[src/olist_pkg.sv]
// ============================================================================
// olist_pkg: shared types and codes for the ordered list engine
// Action and status codes, cell operation codes and the control word that
// the sequencer broadcasts to every cell of the chain.
// ============================================================================
package olist_pkg;

    // Field widths fixed by the interface.
    localparam int ACT_W  = 3;
    localparam int IDX_W  = 7;
    localparam int STAT_W = 2;
    localparam int PORT_W = 32;

    // Widest position inside the chain (up to 64 cells).
    localparam int POS_W = 6;

    // Actions carried by an input transfer.
    localparam logic [ACT_W-1:0] ACT_INSERT   = 3'd0;
    localparam logic [ACT_W-1:0] ACT_ERASE    = 3'd1;
    localparam logic [ACT_W-1:0] ACT_SEARCH   = 3'd2;
    localparam logic [ACT_W-1:0] ACT_DUMP_FWD = 3'd3;
    localparam logic [ACT_W-1:0] ACT_DUMP_REV = 3'd4;

    // Result status codes.
    localparam logic [STAT_W-1:0] ST_OK       = 2'd0;
    localparam logic [STAT_W-1:0] ST_FULL     = 2'd1;
    localparam logic [STAT_W-1:0] ST_NOTFOUND = 2'd2;
    localparam logic [STAT_W-1:0] ST_EMPTY    = 2'd3;

    // Search position reported when there is no match.
    localparam logic [IDX_W-1:0] FOUND_NONE = 7'h7F;

    // Cell operations.
    typedef logic [1:0] t_cell_op;
    localparam t_cell_op OP_HOLD     = 2'd0;
    localparam t_cell_op OP_SHR      = 2'd1;
    localparam t_cell_op OP_SHL      = 2'd2;
    localparam t_cell_op OP_COLLAPSE = 2'd3;

    // Control word shared by all cells.
    typedef struct packed {
        t_cell_op         op;
        logic [POS_W-1:0] k;
    } t_cell_ctl;

endpackage

[src/olist_cell.sv]
// ============================================================================
// olist_cell: one storage cell of the list chain
// Holds one entry and, on command, takes the entry of its left or right
// neighbour. A collapse moves only the cells at or beyond the given position.
// ============================================================================
module olist_cell #(
    parameter int DATA_WIDTH = 32,
    parameter int INDEX      = 0
) (
    input  logic                  i_clk,
    input  olist_pkg::t_cell_ctl  i_ctl,
    input  logic [DATA_WIDTH-1:0] i_left,
    input  logic [DATA_WIDTH-1:0] i_right,
    output logic [DATA_WIDTH-1:0] o_data
);

    logic [DATA_WIDTH-1:0] r_data;
    logic [DATA_WIDTH-1:0] n_data;
    logic                  w_beyond;

    // This cell lies at or past the position being removed.
    assign w_beyond = (olist_pkg::POS_W'(INDEX) >= i_ctl.k);

    // Select the next entry from the neighbours.
    always_comb begin
        n_data = r_data;
        unique case (i_ctl.op)
            olist_pkg::OP_HOLD:     n_data = r_data;
            olist_pkg::OP_SHR:      n_data = i_left;
            olist_pkg::OP_SHL:      n_data = i_right;
            olist_pkg::OP_COLLAPSE: n_data = w_beyond ? i_right : r_data;
            default:                n_data = r_data;
        endcase
    end

    // Entry storage; its contents mean nothing until written.
    always_ff @(posedge i_clk) begin
        r_data <= n_data;
    end

    assign o_data = r_data;

endmodule

[src/olist_ctrl.sv]
// ============================================================================
// olist_ctrl: sequencer of the ordered list engine
// Accepts actions, keeps the entry count, steps the cell chain through its
// rotation sweeps and drives the registered result channel.
// ============================================================================
module olist_ctrl #(
    parameter int DEPTH      = 64,
    parameter int DATA_WIDTH = 32
) (
    input  logic                                  i_clk,
    input  logic                                  i_rst_n,
    input  logic                                  i_in_valid,
    output logic                                  o_in_stall,
    input  logic [olist_pkg::ACT_W-1:0]           i_action,
    input  logic signed [olist_pkg::PORT_W-1:0]   i_item_value,
    input  logic [DATA_WIDTH-1:0]                 i_head_data,
    input  logic [DATA_WIDTH-1:0]                 i_tail_data,
    output logic [DATA_WIDTH-1:0]                 o_head_in,
    output olist_pkg::t_cell_ctl                  o_ctl,
    output logic                                  o_out_valid,
    input  logic                                  i_out_stall,
    output logic signed [olist_pkg::PORT_W-1:0]   o_element_value,
    output logic signed [olist_pkg::IDX_W-1:0]    o_found_index,
    output logic [olist_pkg::STAT_W-1:0]          o_status,
    output logic                                  o_last
);

    localparam int CNT_W  = $clog2(DEPTH + 1);
    localparam int STEP_W = $clog2(DEPTH);
    localparam logic [CNT_W-1:0]  FULL_CNT  = CNT_W'(DEPTH);
    localparam logic [STEP_W-1:0] LAST_STEP = STEP_W'(DEPTH - 1);

    localparam logic [1:0] S_IDLE     = 2'd0;
    localparam logic [1:0] S_SWEEP    = 2'd1;
    localparam logic [1:0] S_COLLAPSE = 2'd2;

    logic [1:0]                        r_state, n_state;
    logic [CNT_W-1:0]                  r_count, n_count;
    logic [STEP_W-1:0]                 r_step, n_step;
    logic                              r_hit, n_hit;
    logic [olist_pkg::POS_W-1:0]       r_pos, n_pos;
    logic [olist_pkg::ACT_W-1:0]       r_act, n_act;
    logic [DATA_WIDTH-1:0]             r_value, n_value;

    logic                              r_out_valid;
    logic [olist_pkg::PORT_W-1:0]      r_out_elem;
    logic [olist_pkg::IDX_W-1:0]       r_out_idx;
    logic [olist_pkg::STAT_W-1:0]      r_out_stat;
    logic                              r_out_last;

    logic                              w_out_free;
    logic                              w_in_acc;
    logic signed [DATA_WIDTH-1:0]      w_ins_value;
    logic                              w_in_range;
    logic                              w_hit_now;
    logic                              w_last_step;
    logic                              w_emit;
    logic [olist_pkg::PORT_W-1:0]      w_elem;
    logic [olist_pkg::IDX_W-1:0]       w_idx;
    logic [olist_pkg::STAT_W-1:0]      w_stat;
    logic                              w_last;

    // The result register can take a new result this cycle.
    assign w_out_free  = !r_out_valid || !i_out_stall;
    assign o_in_stall  = !((r_state == S_IDLE) && w_out_free);
    assign w_in_acc    = i_in_valid && !o_in_stall;

    // Input value sign-extended or cut to the entry width.
    assign w_ins_value = DATA_WIDTH'(i_item_value);

    // Sweep bookkeeping: the head cell holds position r_step of the list.
    assign w_in_range  = (CNT_W'(r_step) < r_count);
    assign w_hit_now   = w_in_range && !r_hit && (i_head_data == r_value);
    assign w_last_step = (r_step == LAST_STEP);

    // New head entry: the input on insert, the tail cell on rotate right.
    assign o_head_in = (r_state == S_IDLE) ? DATA_WIDTH'(w_ins_value) : i_tail_data;

    // Sequencer and cell commands.
    always_comb begin
        n_state  = r_state;
        n_count  = r_count;
        n_step   = r_step;
        n_hit    = r_hit;
        n_pos    = r_pos;
        n_act    = r_act;
        n_value  = r_value;
        o_ctl.op = olist_pkg::OP_HOLD;
        o_ctl.k  = r_pos;
        w_emit   = 1'b0;
        w_elem   = '0;
        w_idx    = '0;
        w_stat   = olist_pkg::ST_OK;
        w_last   = 1'b1;

        unique case (r_state)
            S_IDLE: begin
                if (w_in_acc) begin
                    n_act   = i_action;
                    n_value = DATA_WIDTH'(w_ins_value);
                    n_step  = '0;
                    n_hit   = 1'b0;
                    unique case (i_action)
                        olist_pkg::ACT_INSERT: begin
                            w_emit = 1'b1;
                            if (r_count == FULL_CNT) begin
                                w_stat = olist_pkg::ST_FULL;
                            end else begin
                                o_ctl.op = olist_pkg::OP_SHR;
                                n_count  = r_count + 1'b1;
                            end
                        end
                        olist_pkg::ACT_ERASE: begin
                            if (r_count == '0) begin
                                w_emit = 1'b1;
                                w_stat = olist_pkg::ST_NOTFOUND;
                            end else begin
                                n_state = S_SWEEP;
                            end
                        end
                        olist_pkg::ACT_SEARCH: begin
                            if (r_count == '0) begin
                                w_emit = 1'b1;
                                w_idx  = olist_pkg::FOUND_NONE;
                                w_stat = olist_pkg::ST_NOTFOUND;
                            end else begin
                                n_state = S_SWEEP;
                            end
                        end
                        olist_pkg::ACT_DUMP_FWD,
                        olist_pkg::ACT_DUMP_REV: begin
                            if (r_count == '0) begin
                                w_emit = 1'b1;
                                w_stat = olist_pkg::ST_EMPTY;
                            end else begin
                                n_state = S_SWEEP;
                            end
                        end
                        default: begin
                            // Unknown actions are taken and dropped.
                        end
                    endcase
                end
            end

            S_SWEEP: begin
                if (w_out_free) begin
                    n_step = w_last_step ? '0 : r_step + 1'b1;
                    if (r_act == olist_pkg::ACT_DUMP_REV) begin
                        // Rotate right; the tail cell shows positions downwards.
                        o_ctl.op = olist_pkg::OP_SHR;
                        if (CNT_W'(r_step) >= FULL_CNT - r_count) begin
                            w_emit = 1'b1;
                            w_elem = olist_pkg::PORT_W'(signed'(i_tail_data));
                            w_last = w_last_step;
                        end
                    end else begin
                        // Rotate left; the head cell shows positions upwards.
                        o_ctl.op = olist_pkg::OP_SHL;
                        if (r_act == olist_pkg::ACT_DUMP_FWD) begin
                            if (w_in_range) begin
                                w_emit = 1'b1;
                                w_elem = olist_pkg::PORT_W'(signed'(i_head_data));
                                w_last = (CNT_W'(r_step) == r_count - 1'b1);
                            end
                        end else if (w_hit_now) begin
                            n_hit = 1'b1;
                            n_pos = olist_pkg::POS_W'(r_step);
                        end
                    end

                    if (w_last_step) begin
                        n_state = S_IDLE;
                        if (r_act == olist_pkg::ACT_SEARCH) begin
                            w_emit = 1'b1;
                            if (r_hit || w_hit_now) begin
                                w_idx = olist_pkg::IDX_W'(n_pos);
                            end else begin
                                w_idx  = olist_pkg::FOUND_NONE;
                                w_stat = olist_pkg::ST_NOTFOUND;
                            end
                        end else if (r_act == olist_pkg::ACT_ERASE) begin
                            if (r_hit || w_hit_now) begin
                                n_state = S_COLLAPSE;
                            end else begin
                                w_emit = 1'b1;
                                w_stat = olist_pkg::ST_NOTFOUND;
                            end
                        end
                    end
                end
            end

            S_COLLAPSE: begin
                if (w_out_free) begin
                    o_ctl.op = olist_pkg::OP_COLLAPSE;
                    n_count  = r_count - 1'b1;
                    w_emit   = 1'b1;
                    n_state  = S_IDLE;
                end
            end

            default: begin
                n_state = S_IDLE;
            end
        endcase
    end

    // Control registers.
    always_ff @(posedge i_clk) begin
        if (!i_rst_n) begin
            r_state <= S_IDLE;
            r_count <= '0;
            r_step  <= '0;
            r_hit   <= 1'b0;
        end else begin
            r_state <= n_state;
            r_count <= n_count;
            r_step  <= n_step;
            r_hit   <= n_hit;
        end
    end

    // Operation payload registers.
    always_ff @(posedge i_clk) begin
        r_pos   <= n_pos;
        r_act   <= n_act;
        r_value <= n_value;
    end

    // Result register: loaded on a new result, emptied after a transfer.
    always_ff @(posedge i_clk) begin
        if (!i_rst_n) begin
            r_out_valid <= 1'b0;
        end else if (w_emit) begin
            r_out_valid <= 1'b1;
        end else if (!i_out_stall) begin
            r_out_valid <= 1'b0;
        end
    end

    always_ff @(posedge i_clk) begin
        if (w_emit) begin
            r_out_elem <= w_elem;
            r_out_idx  <= w_idx;
            r_out_stat <= w_stat;
            r_out_last <= w_last;
        end
    end

    assign o_out_valid     = r_out_valid;
    assign o_element_value = signed'(r_out_elem);
    assign o_found_index   = signed'(r_out_idx);
    assign o_status        = r_out_stat;
    assign o_last          = r_out_last;

    // The entry count never passes the capacity.
    a_count_bound: assert property (@(posedge i_clk) disable iff (!i_rst_n)
        r_count <= FULL_CNT)
        else $error("entry count beyond capacity");

    // A new input transfer is never taken while an operation is under way.
    a_busy_stall: assert property (@(posedge i_clk) disable iff (!i_rst_n)
        (r_state != S_IDLE) |-> o_in_stall)
        else $error("input taken while busy");

    // A completed collapse removes exactly one entry.
    a_collapse_count: assert property (@(posedge i_clk) disable iff (!i_rst_n)
        (r_state == S_COLLAPSE && w_out_free) |=> (r_count == $past(r_count) - 1'b1))
        else $error("collapse did not remove one entry");

    // Only dump entries can be followed by further results of the same transfer.
    a_nonlast_ok: assert property (@(posedge i_clk) disable iff (!i_rst_n)
        (o_out_valid && !o_last) |-> (o_status == olist_pkg::ST_OK && o_found_index == '0))
        else $error("non-final result not from a dump");

    // A sweep always starts from the head position.
    a_sweep_start: assert property (@(posedge i_clk) disable iff (!i_rst_n)
        (r_state == S_IDLE && n_state == S_SWEEP) |=> (r_step == '0))
        else $error("sweep did not start at the head");

endmodule

[src/ordered_list_engine_top.sv]
// ============================================================================
// ordered_list_engine_top: bounded ordered list store
// Holds up to DEPTH entries in a chain of cells and serves insert at head,
// erase, search and forward and reverse dumps over valid/stall channels.
// ============================================================================
// The list lives in a ring of DEPTH cells, one entry per cell, with the head
// in cell 0. An insert that has room shifts the whole chain by one cell, and
// any action on an empty store ends without a sweep. Search, erase and both
// dumps otherwise rotate the ring one cell per clock, while the result
// register is free, through a full turn so that the entries come back into
// place; a dump gives one result per clock as entries pass the head or tail
// cell, and an erase that finds its value then closes the gap with a collapse
// step. No new input transfer is taken until such an operation is over.
// Results leave through a single register: while it holds a stalled result
// the rotation pauses and no new input transfer is taken, so result stalls
// lengthen an operation. No clearing pass follows reset; only the first
// entry-count cells are read.
module ordered_list_engine_top #(
    parameter int DEPTH      = 64,
    parameter int DATA_WIDTH = 32
) (
    input  logic                                 i_clk,
    input  logic                                 i_rst_n,
    input  logic                                 i_in_valid,
    output logic                                 o_in_stall,
    input  logic [olist_pkg::ACT_W-1:0]          i_action,
    input  logic signed [olist_pkg::PORT_W-1:0]  i_item_value,
    output logic                                 o_out_valid,
    input  logic                                 i_out_stall,
    output logic signed [olist_pkg::PORT_W-1:0]  o_element_value,
    output logic signed [olist_pkg::IDX_W-1:0]   o_found_index,
    output logic [olist_pkg::STAT_W-1:0]         o_status,
    output logic                                 o_last
);

    logic [DATA_WIDTH-1:0] w_data [DEPTH];
    logic [DATA_WIDTH-1:0] w_head_in;
    olist_pkg::t_cell_ctl  w_ctl;

    // Sequencer.
    olist_ctrl #(
        .DEPTH      (DEPTH),
        .DATA_WIDTH (DATA_WIDTH)
    ) u_ctrl (
        .i_clk           (i_clk),
        .i_rst_n         (i_rst_n),
        .i_in_valid      (i_in_valid),
        .o_in_stall      (o_in_stall),
        .i_action        (i_action),
        .i_item_value    (i_item_value),
        .i_head_data     (w_data[0]),
        .i_tail_data     (w_data[DEPTH-1]),
        .o_head_in       (w_head_in),
        .o_ctl           (w_ctl),
        .o_out_valid     (o_out_valid),
        .i_out_stall     (i_out_stall),
        .o_element_value (o_element_value),
        .o_found_index   (o_found_index),
        .o_status        (o_status),
        .o_last          (o_last)
    );

    // Ring of cells; the head takes new entries, the tail wraps to the head.
    for (genvar g = 0; g < DEPTH; g++) begin : g_cell
        logic [DATA_WIDTH-1:0] w_left;
        logic [DATA_WIDTH-1:0] w_right;

        if (g == 0) begin : g_head
            assign w_left = w_head_in;
        end else begin : g_mid_l
            assign w_left = w_data[g-1];
        end

        if (g == DEPTH - 1) begin : g_tail
            assign w_right = w_data[0];
        end else begin : g_mid_r
            assign w_right = w_data[g+1];
        end

        olist_cell #(
            .DATA_WIDTH (DATA_WIDTH),
            .INDEX      (g)
        ) u_cell (
            .i_clk   (i_clk),
            .i_ctl   (w_ctl),
            .i_left  (w_left),
            .i_right (w_right),
            .o_data  (w_data[g])
        );
    end

endmodule

[config.mk]
export PLATFORM = sky130hd
export DESIGN_NAME = ordered_list_engine_top
export DESIGN_NICKNAME = d
export VERILOG_FILES = /design/src/olist_pkg.sv /design/src/olist_cell.sv /design/src/olist_ctrl.sv /design/src/ordered_list_engine_top.sv
export SDC_FILE = /design/constraint.sdc
export NUM_CORES = 2
export LEC_CHECK = 0
export BUFFER_PORTS_ARGS = -buffer_cell sky130_fd_sc_hd__clkbuf_2
export CAP_MARGIN = 40
export CORE_MARGIN = 3
export CORE_UTILIZATION = 60
export DETAILED_ROUTE_END_ITERATION = 8
export GPL_ROUTABILITY_DRIVEN = 0
export PLACE_DENSITY = 0.76
export SKIP_LAST_GASP = 1
export SYNTH_ARGS = -nofsm -noshare
export SYNTH_HDL_FRONTEND = slang
export SYNTH_SLANG_ARGS = --single-unit
[constraint.sdc]
create_clock -name i_clk -period 11.8 [get_ports i_clk]
set_input_delay 2.36 -clock i_clk [delete_from_list [all_inputs] [get_ports i_clk]]
set_output_delay 2.36 -clock i_clk [all_outputs]
set_load 0.01 [all_outputs]
### Yosys cells after proc, flatten, opt, wreduce, memory -nomap -nowiden

Cells that the tools add are included.
W data, S select, Z words.

* $lt $le $gt $ge: 66
* equal/unequal tests: 93
* mux-type cells: 207
* reductions and logical operators: 89
* bitwise logic cells: 1
* add/sub/neg operators: 4

Operators by type and width (count)
* $pmux W32 S3: 64
* $mux W32: 69
* $ge A6 B6 Y1 const A: 32
* $ne A2 B1 Y1 const B: 70
* $reduce_and A2 Y1: 66
* $ge A5 B6 Y1 const A: 16
* $mux W7: 11
* $ge A4 B6 Y1 const A: 8
* $mux W2: 22
* $mux W6: 6
* $eq A32 B32 Y1: 1
* $pmux W7 S2: 2
* $mux W1: 25
* $ge A3 B6 Y1 const A: 4
* $pmux W2 S3: 3
* $eq A3 B2 Y1 const B: 4
* $ge A1 B6 Y1 const A: 2
* $ge A2 B6 Y1 const A: 2
* $ne A2 B2 Y1 const B: 6
* $pmux W6 S2: 1
* $reduce_and A6 Y1: 2
* $add A7 B1 Y7 const B: 1
* $eq A6 B7 Y1: 1
* $eq A7 B7 Y1 const B: 1
* other kinds (25): 41

* input port bits: 39
* output and inout bits: 44
* logic and storage cells: 536
* bits in registers: 2148

### Longest topological paths before layout

* word-level depth: 11
* gate-level depth with buffers: 12
* depth with buffers taken out: 9

### Modules after synthesis

A second synthesis with hierarchy kept.

* cell total of the unflattened synthesis: 5067
* area, all modules: 102035.4 um2

Modules (own cells, without submodules)
* olist_cell (g_cell[33].u_cell ...): cells an instance 71, area an instance 1517.7 um2, times used 7, seq. area each 960.9 um2
* olist_cell (g_cell[42].u_cell ...): cells an instance 72, area an instance 1524.0 um2, times used 4, seq. area each 960.9 um2
* olist_cell (g_cell[37].u_cell ...): cells an instance 71, area an instance 1519.0 um2, times used 4, seq. area each 960.9 um2
* olist_cell (g_cell[35].u_cell ...): cells an instance 71, area an instance 1516.5 um2, times used 4, seq. area each 960.9 um2
* olist_ctrl: cells an instance 477, area an instance 5343.9 um2, times used 1, seq. area each 2832.7 um2
* olist_cell (g_cell[10].u_cell ...): cells an instance 73, area an instance 1536.5 um2, times used 3, seq. area each 960.9 um2
* olist_cell (g_cell[13].u_cell ...): cells an instance 72, area an instance 1522.7 um2, times used 3, seq. area each 960.9 um2
* olist_cell (g_cell[38].u_cell ...): cells an instance 71, area an instance 1520.2 um2, times used 3, seq. area each 960.9 um2
* olist_cell (g_cell[24].u_cell ...): cells an instance 73, area an instance 1512.7 um2, times used 3, seq. area each 960.9 um2
* olist_cell (g_cell[20].u_cell ...): cells an instance 73, area an instance 1542.7 um2, times used 2, seq. area each 960.9 um2
* olist_cell (g_cell[14].u_cell ...): cells an instance 72, area an instance 1539.0 um2, times used 2, seq. area each 960.9 um2
* olist_cell (g_cell[21].u_cell ...): cells an instance 73, area an instance 1534.0 um2, times used 2, seq. area each 960.9 um2
* olist_cell (g_cell[0].u_cell ...): cells an instance 72, area an instance 1529.0 um2, times used 2, seq. area each 960.9 um2
* olist_cell (g_cell[11].u_cell ...): cells an instance 72, area an instance 1521.5 um2, times used 2, seq. area each 960.9 um2
* 22 more rows

### Worst setup path before layout

OpenSTA, ideal clock, no wires.

* path kind: in2reg
* start point: input i_out_stall
* end point: register g_cell[20].u_cell.r_data[0] (enable)
* library setup time: 0.466 ns
* stages: 7
* path buffers: 0
* data arrival time: 6.683 ns
* data required time: 11.334 ns
* path slack: 4.652 ns
* path through: nand2_1 > nand3_1 > inv_1 > a21oi_2 > inv_2 > nand4_1 > o21ai_0

* cells in the longest elaborated chain, start to end: 9
* elaborated cells between the ends (all ways): 13
* classes of those cells: 2 x eq/ne; 4 x mux; 1 x bitwise; 6 x reduce/logical

RTL lines
* from (decl): line ordered_list_engine_top.sv:29 `input logic i_out_stall,`
* $logic_not A1 Y1 (*): line olist_ctrl.sv:64 `assign w_out_free = !r_out_valid || !i_out_stall;`
* $logic_or A1 B1 Y1 (*): line olist_ctrl.sv:64
* $logic_and A1 B1 Y1: line olist_ctrl.sv:65 `assign o_in_stall = !((r_state == S_IDLE) && w_out_free);`
* $logic_and A1 B1 Y1: line olist_ctrl.sv:66 `assign w_in_acc = i_in_valid && !o_in_stall;`
* $mux W2: line olist_ctrl.sv:98 `if (w_in_acc) begin`
* $pmux W2 S3 (*): line olist_ctrl.sv:96 `unique case (r_state)`
* $eq A2 B2 Y1 or $logic_not A2 Y1 (tied branches): line olist_cell.sv:27 `unique case (i_ctl.op)`
* $ne A2 B1 Y1 (no source line) or $not A1 Y1 (tied branches)
* $reduce_and A2 Y1 (no source line) (*)
* to (signal assigned): line olist_cell.sv:38 `r_data <= n_data;`
* to (decl): line olist_cell.sv:17 `logic [DATA_WIDTH-1:0] r_data;`

Every way passes the cells marked *; elsewhere a longest branch is shown, timed or not.
A chain may end at the register's enable or synchronous reset.

### Final worst setup path

* start point: input i_out_stall
* end point: output o_in_stall

* cells in the longest elaborated chain, start to end: 4

RTL lines
* $logic_not A1 Y1: line olist_ctrl.sv:64
* $logic_or A1 B1 Y1: line olist_ctrl.sv:64
* $logic_and A1 B1 Y1: line olist_ctrl.sv:65
* $logic_not A1 Y1: line olist_ctrl.sv:65
* to (decl): line ordered_list_engine_top.sv:25 `output logic o_in_stall,`

No other way between the ends.

==> summary.md <==
| Metric | Value |
|---|---|
| Reported max-cap violation count | 0 |
| Post-synth design cell area | 97,200 um2 |
| Largest net degree at the start of global routing | 215 |
| Count of state elements after synthesis | 2,148 |
| Deepest clock path buffer count | 3 |
| H-Tree Level Count | 4 |
| Relative max-transition margin | 18.4% |
| Core Region | 161,000 um2 |
| Proportion of register bits with asynchronous set or reset after synthesis | 0% |
| Count of filler cells inserted in the layout | 10,600 |
| Post-CTS Setup Bufs | 0 |
| Element type at the critical path end | output pin |
| Synthesized area divided by synthesized cell count | 19.6 um2 |
| Hold buffers post-CTS | 0 |
| Register clock-pin slew on the reported worst setup and hold paths | 0.06 ns |
| Switching Share | 21.4% |
| GR Overflow Total | 0 |
| Max frequency | 188 MHz |
| Primary FF master, synth | sky130_fd_sc_hd__edfxtp_1 |
| Proportion of power drawn by the clock network | 38.5% |
| Switching Power | 3500 uW |
| Ratio of routed vias to standard cells | 6.09 |
| Antenna-violating nets left | 0 |
| Yosys top cell area share | 65.8% |
| Largest clock skew in the final design | 0.0217 ns |
| Fraction of layout instances using a drive strength above 1 | 46.2% |
| Max-slew violations | 0 |
| Start-to-end type of the worst setup path | in2out |
| Via count of the routed design | 45,100 |
| Worst vdd ir | 0.157 mV |
| Final Hold Viols | 0 |
| Post-synthesis net count | 5,004 |
| Final standard cell count with taps included and fillers excluded | 7,411 |
| Run status | finished clean |
| Boundary Pins | 83 |
| Number of iterations in the first detailed-routing pass | 5 |
| Startpoint Class | input port |
| DIE HEIGHT | 409 um |
| Portion of the clock cycle consumed by the worst path in the final layout | 45.1% |
| TritonCTS buffer count | 208 |
| Antenna violations before repair | 4 |
| Gates resized, CTS repair | 0 |
| Routed wire length per instance | 26.9 um |
| Number of I/O port buffers | 82 |
| Iteration-0 DRC Markers | 4,968 |
| Site row count | 147 |
| Largest cells by area after synthesis | sky130_fd_sc_hd__edfxtp_1 66%, sky130_fd_sc_hd__mux2_4 15%, sky130_fd_sc_hd__mux2_2 10% |
| Number of placed instances, taps included | 7,027 |
| Combined global-route utilization of all metal layers | 23.5% |
| Root buffer cell | sky130_fd_sc_hd__clkbuf_16 |
| Via count of the first global-routing pass | 45,700 |
| Post-synth EDFFs | 2,131 |
| Global-route wire length before repair | 298 mm |
| Placed wire-length estimate | 129 mm |
| Proportion of power drawn by flip-flops and latches | 55.2% |
| Tightest Pin Transition | 1.22 ns |
| Part of the power in combinational logic | 6.3% |
| Clock Sinks | 2,148 |
| Net count of the finished layout | 5,130 |
| Power density cells | 155 nW/um2 |
| Initial core utilization | 60.5% |
| Most area-hungry cell type in the Yosys netlist | sky130_fd_sc_hd__edfxtp_1 |
| Sum of routed wire length over all layers | 199 mm |
| Worst min-delay path category | reg2reg |
| Overall die area | 167,000 um2 |
| Setup repair after global routing missed its margin | no |
| Pint | 12,900 uW |
| Crit Path Max Fanout | 6 |
| Unique masters post-synth | 70 |
| WP data required | 9.44 ns |
| Syn Inst Count | 4,951 |
| Area growth syn-to-layout | 8.52% |
| Total leakage power | 0.0392 uW |
| Post-detailed-route DRC marker count | 0 |
| Source-to-sink clock delay at the later pin of the worst-skew pair | 0.81 ns |
| TritonCTS clock tree | done |
| Critical Path AT | 2.96 ns |
| Post-layout min period | 5.32 ns |
| Sequential-to-total area share from yosys stat | 66.2% |
| Count of endpoints failing setup in the final report | 0 |
| Die W | 409 um |
| Final-layout setup total negative slack | 0 ns |
| Number of warning messages in the yosys log | 0 |
## cells in the final DEF (no fill, tap or decap), drive strengths merged, types with 7 or more instances in the layout
cell	count
a21oi	95
mux2	2016
nand4	12
clkbuf	348
inv	22
dfxtp	17
bufinv	10
xnor2	45
o21ai	24
a22o	33
mux2i	33
nor3	7
nand3	17
nor2	98
buf	103
clkinv	99
o21a	7
ha	14
nand2b	10
a31oi	9
nand2	28
edfxtp	2131
## power groups by stage
stage	sequential (uW)	combinational [uW]	clock (uW)
2_1_floorplan	9070	813	0
3_3_place_gp	9180	964	0
3_5_place_dp	9190	1020	0
4_1_cts	9030	1030	6430
5_1_grt	9060	1090	6720
6_report	9030	1030	6300
## cell usage after synthesis (3+ instances only)
| library cell | count |
|---|---|
| sky130_fd_sc_hd__a21oi_1 | 91 |
| sky130_fd_sc_hd__a22o_1 | 33 |
| sky130_fd_sc_hd__a31oi_1 | 9 |
| sky130_fd_sc_hd__a41oi_1 | 4 |
| sky130_fd_sc_hd__and2_1 | 3 |
| sky130_fd_sc_hd__and3_1 | 4 |
| sky130_fd_sc_hd__buf_12 | 110 |
| sky130_fd_sc_hd__buf_2 | 105 |
| sky130_fd_sc_hd__buf_4 | 6 |
| sky130_fd_sc_hd__buf_6 | 19 |
| sky130_fd_sc_hd__clkbuf_1 | 27 |
| sky130_fd_sc_hd__dfxtp_1 | 17 |
| sky130_fd_sc_hd__edfxtp_1 | 2131 |
| sky130_fd_sc_hd__ha_1 | 14 |
| sky130_fd_sc_hd__inv_1 | 18 |
| sky130_fd_sc_hd__mux2_1 | 133 |
| sky130_fd_sc_hd__mux2_2 | 883 |
| sky130_fd_sc_hd__mux2_4 | 1000 |
| sky130_fd_sc_hd__mux2i_1 | 33 |
| sky130_fd_sc_hd__nand2_1 | 28 |
| sky130_fd_sc_hd__nand2b_1 | 9 |
| sky130_fd_sc_hd__nand3_1 | 17 |
| sky130_fd_sc_hd__nand4_1 | 12 |
| sky130_fd_sc_hd__nor2_1 | 95 |
| sky130_fd_sc_hd__nor2b_1 | 6 |
| sky130_fd_sc_hd__nor3_1 | 5 |
| sky130_fd_sc_hd__o21a_1 | 7 |
| sky130_fd_sc_hd__o21ai_0 | 21 |
| sky130_fd_sc_hd__or2_2 | 4 |
| sky130_fd_sc_hd__or3_1 | 6 |
| sky130_fd_sc_hd__xnor2_1 | 45 |
| sky130_fd_sc_hd__xor2_1 | 6 |
## worst paths after layout
| kind | from | to | slack [ns] | cells past startpoint |
|---|---|---|---|---|
| worst max-delay path | i_out_stall | o_in_stall | 6.48 | 4 |
| worst min-delay path | g_cell[44].u_cell.o_data[16]$_DFFE_PP_ | g_cell[43].u_cell.o_data[16]$_DFFE_PP_ | 0.56 | 1 |
| worst max register to register | u_ctrl.r_state[0]$_SDFFE_PN0P_ | g_cell[30].u_cell.o_data[22]$_DFFE_PP_ | 7.22 | 7 |
| worst min register to register | g_cell[44].u_cell.o_data[16]$_DFFE_PP_ | g_cell[43].u_cell.o_data[16]$_DFFE_PP_ | 0.56 | 1 |
## cell type report
class,count,area [um2],share of cell area [%]
inverter,19,71.3,0.0676
multi-input combinational,2515,30300,28.7
clock inverter,116,866,0.820
sequential,2148,64300,61.0
tap,2160,2700,2.56
clock buffer,266,5550,5.26
timing repair buffer,185,1690,1.60
antenna,2,5.00,0.00474
## cells by family (layout without fill, tap and decap cells)
family / count (synthesis) / count (layout) / synth area share (%)
buf+inv: 288 / 586 / 3.27
other cells: 0 / 2 / 0
fa+ha+maj: 15 / 15 / 0.190
mux: 2049 / 2049 / 27.5
flops: 2148 / 2148 / 66.2
simple gates: 211 / 211 / 1.12
compound gates: 189 / 189 / 1.26
xor+xnor: 51 / 51 / 0.459
## through the flow
stage | area, um2 | hold slack, ns | utilization (%) | power [uW] | setup slack, ns
final | 106000 | 0.560 | 65.6 | 16400 | 6.48
after global routing | 106000 | 0.574 | 65.6 | 16900 | 6.44
after CTS | 106000 | 0.556 | 65.6 | 16500 | 6.50
after detailed placement | 99100 | 0.542 | 61.7 | 10200 | 5.97
after global placement | 98500 | 0.537 | 61.3 | 10100 | 5.13
after floorplan | 97200 | 0.508 | - | 9880 | 4.65
## critical path: stages
cell and delay (ns):
sky130_fd_sc_hd__clkbuf_2 0.09, sky130_fd_sc_hd__nand2_1 0.25, sky130_fd_sc_hd__nand2_1 0.10, sky130_fd_sc_hd__clkbuf_2 0.16
## registers in the layout (all words and copies together), names as in the netlist
register / cells
u_ctrl.r_step: 6
u_ctrl.o_last: 1
u_ctrl.r_act: 3
u_ctrl.o_element_value: 32
u_ctrl.r_count: 7
u_ctrl.r_hit: 1
u_ctrl.r_pos: 6
u_ctrl.o_out_valid: 1
u_ctrl.o_found_index: 7
g_cell.u_cell.o_data: 2048
u_ctrl.r_value: 32
u_ctrl.o_status: 2
u_ctrl.r_state: 2
## per-layer routing
metal	global-route usage [%]	wire length, um	up-vias
met5	0	11	-
met4	8.38	7030	2
met3	3.60	12800	310
met2	35.0	89900	1596
met1	35.3	89300	23500
li1	-	-	19700
Power figures use the tool's default switching activity.
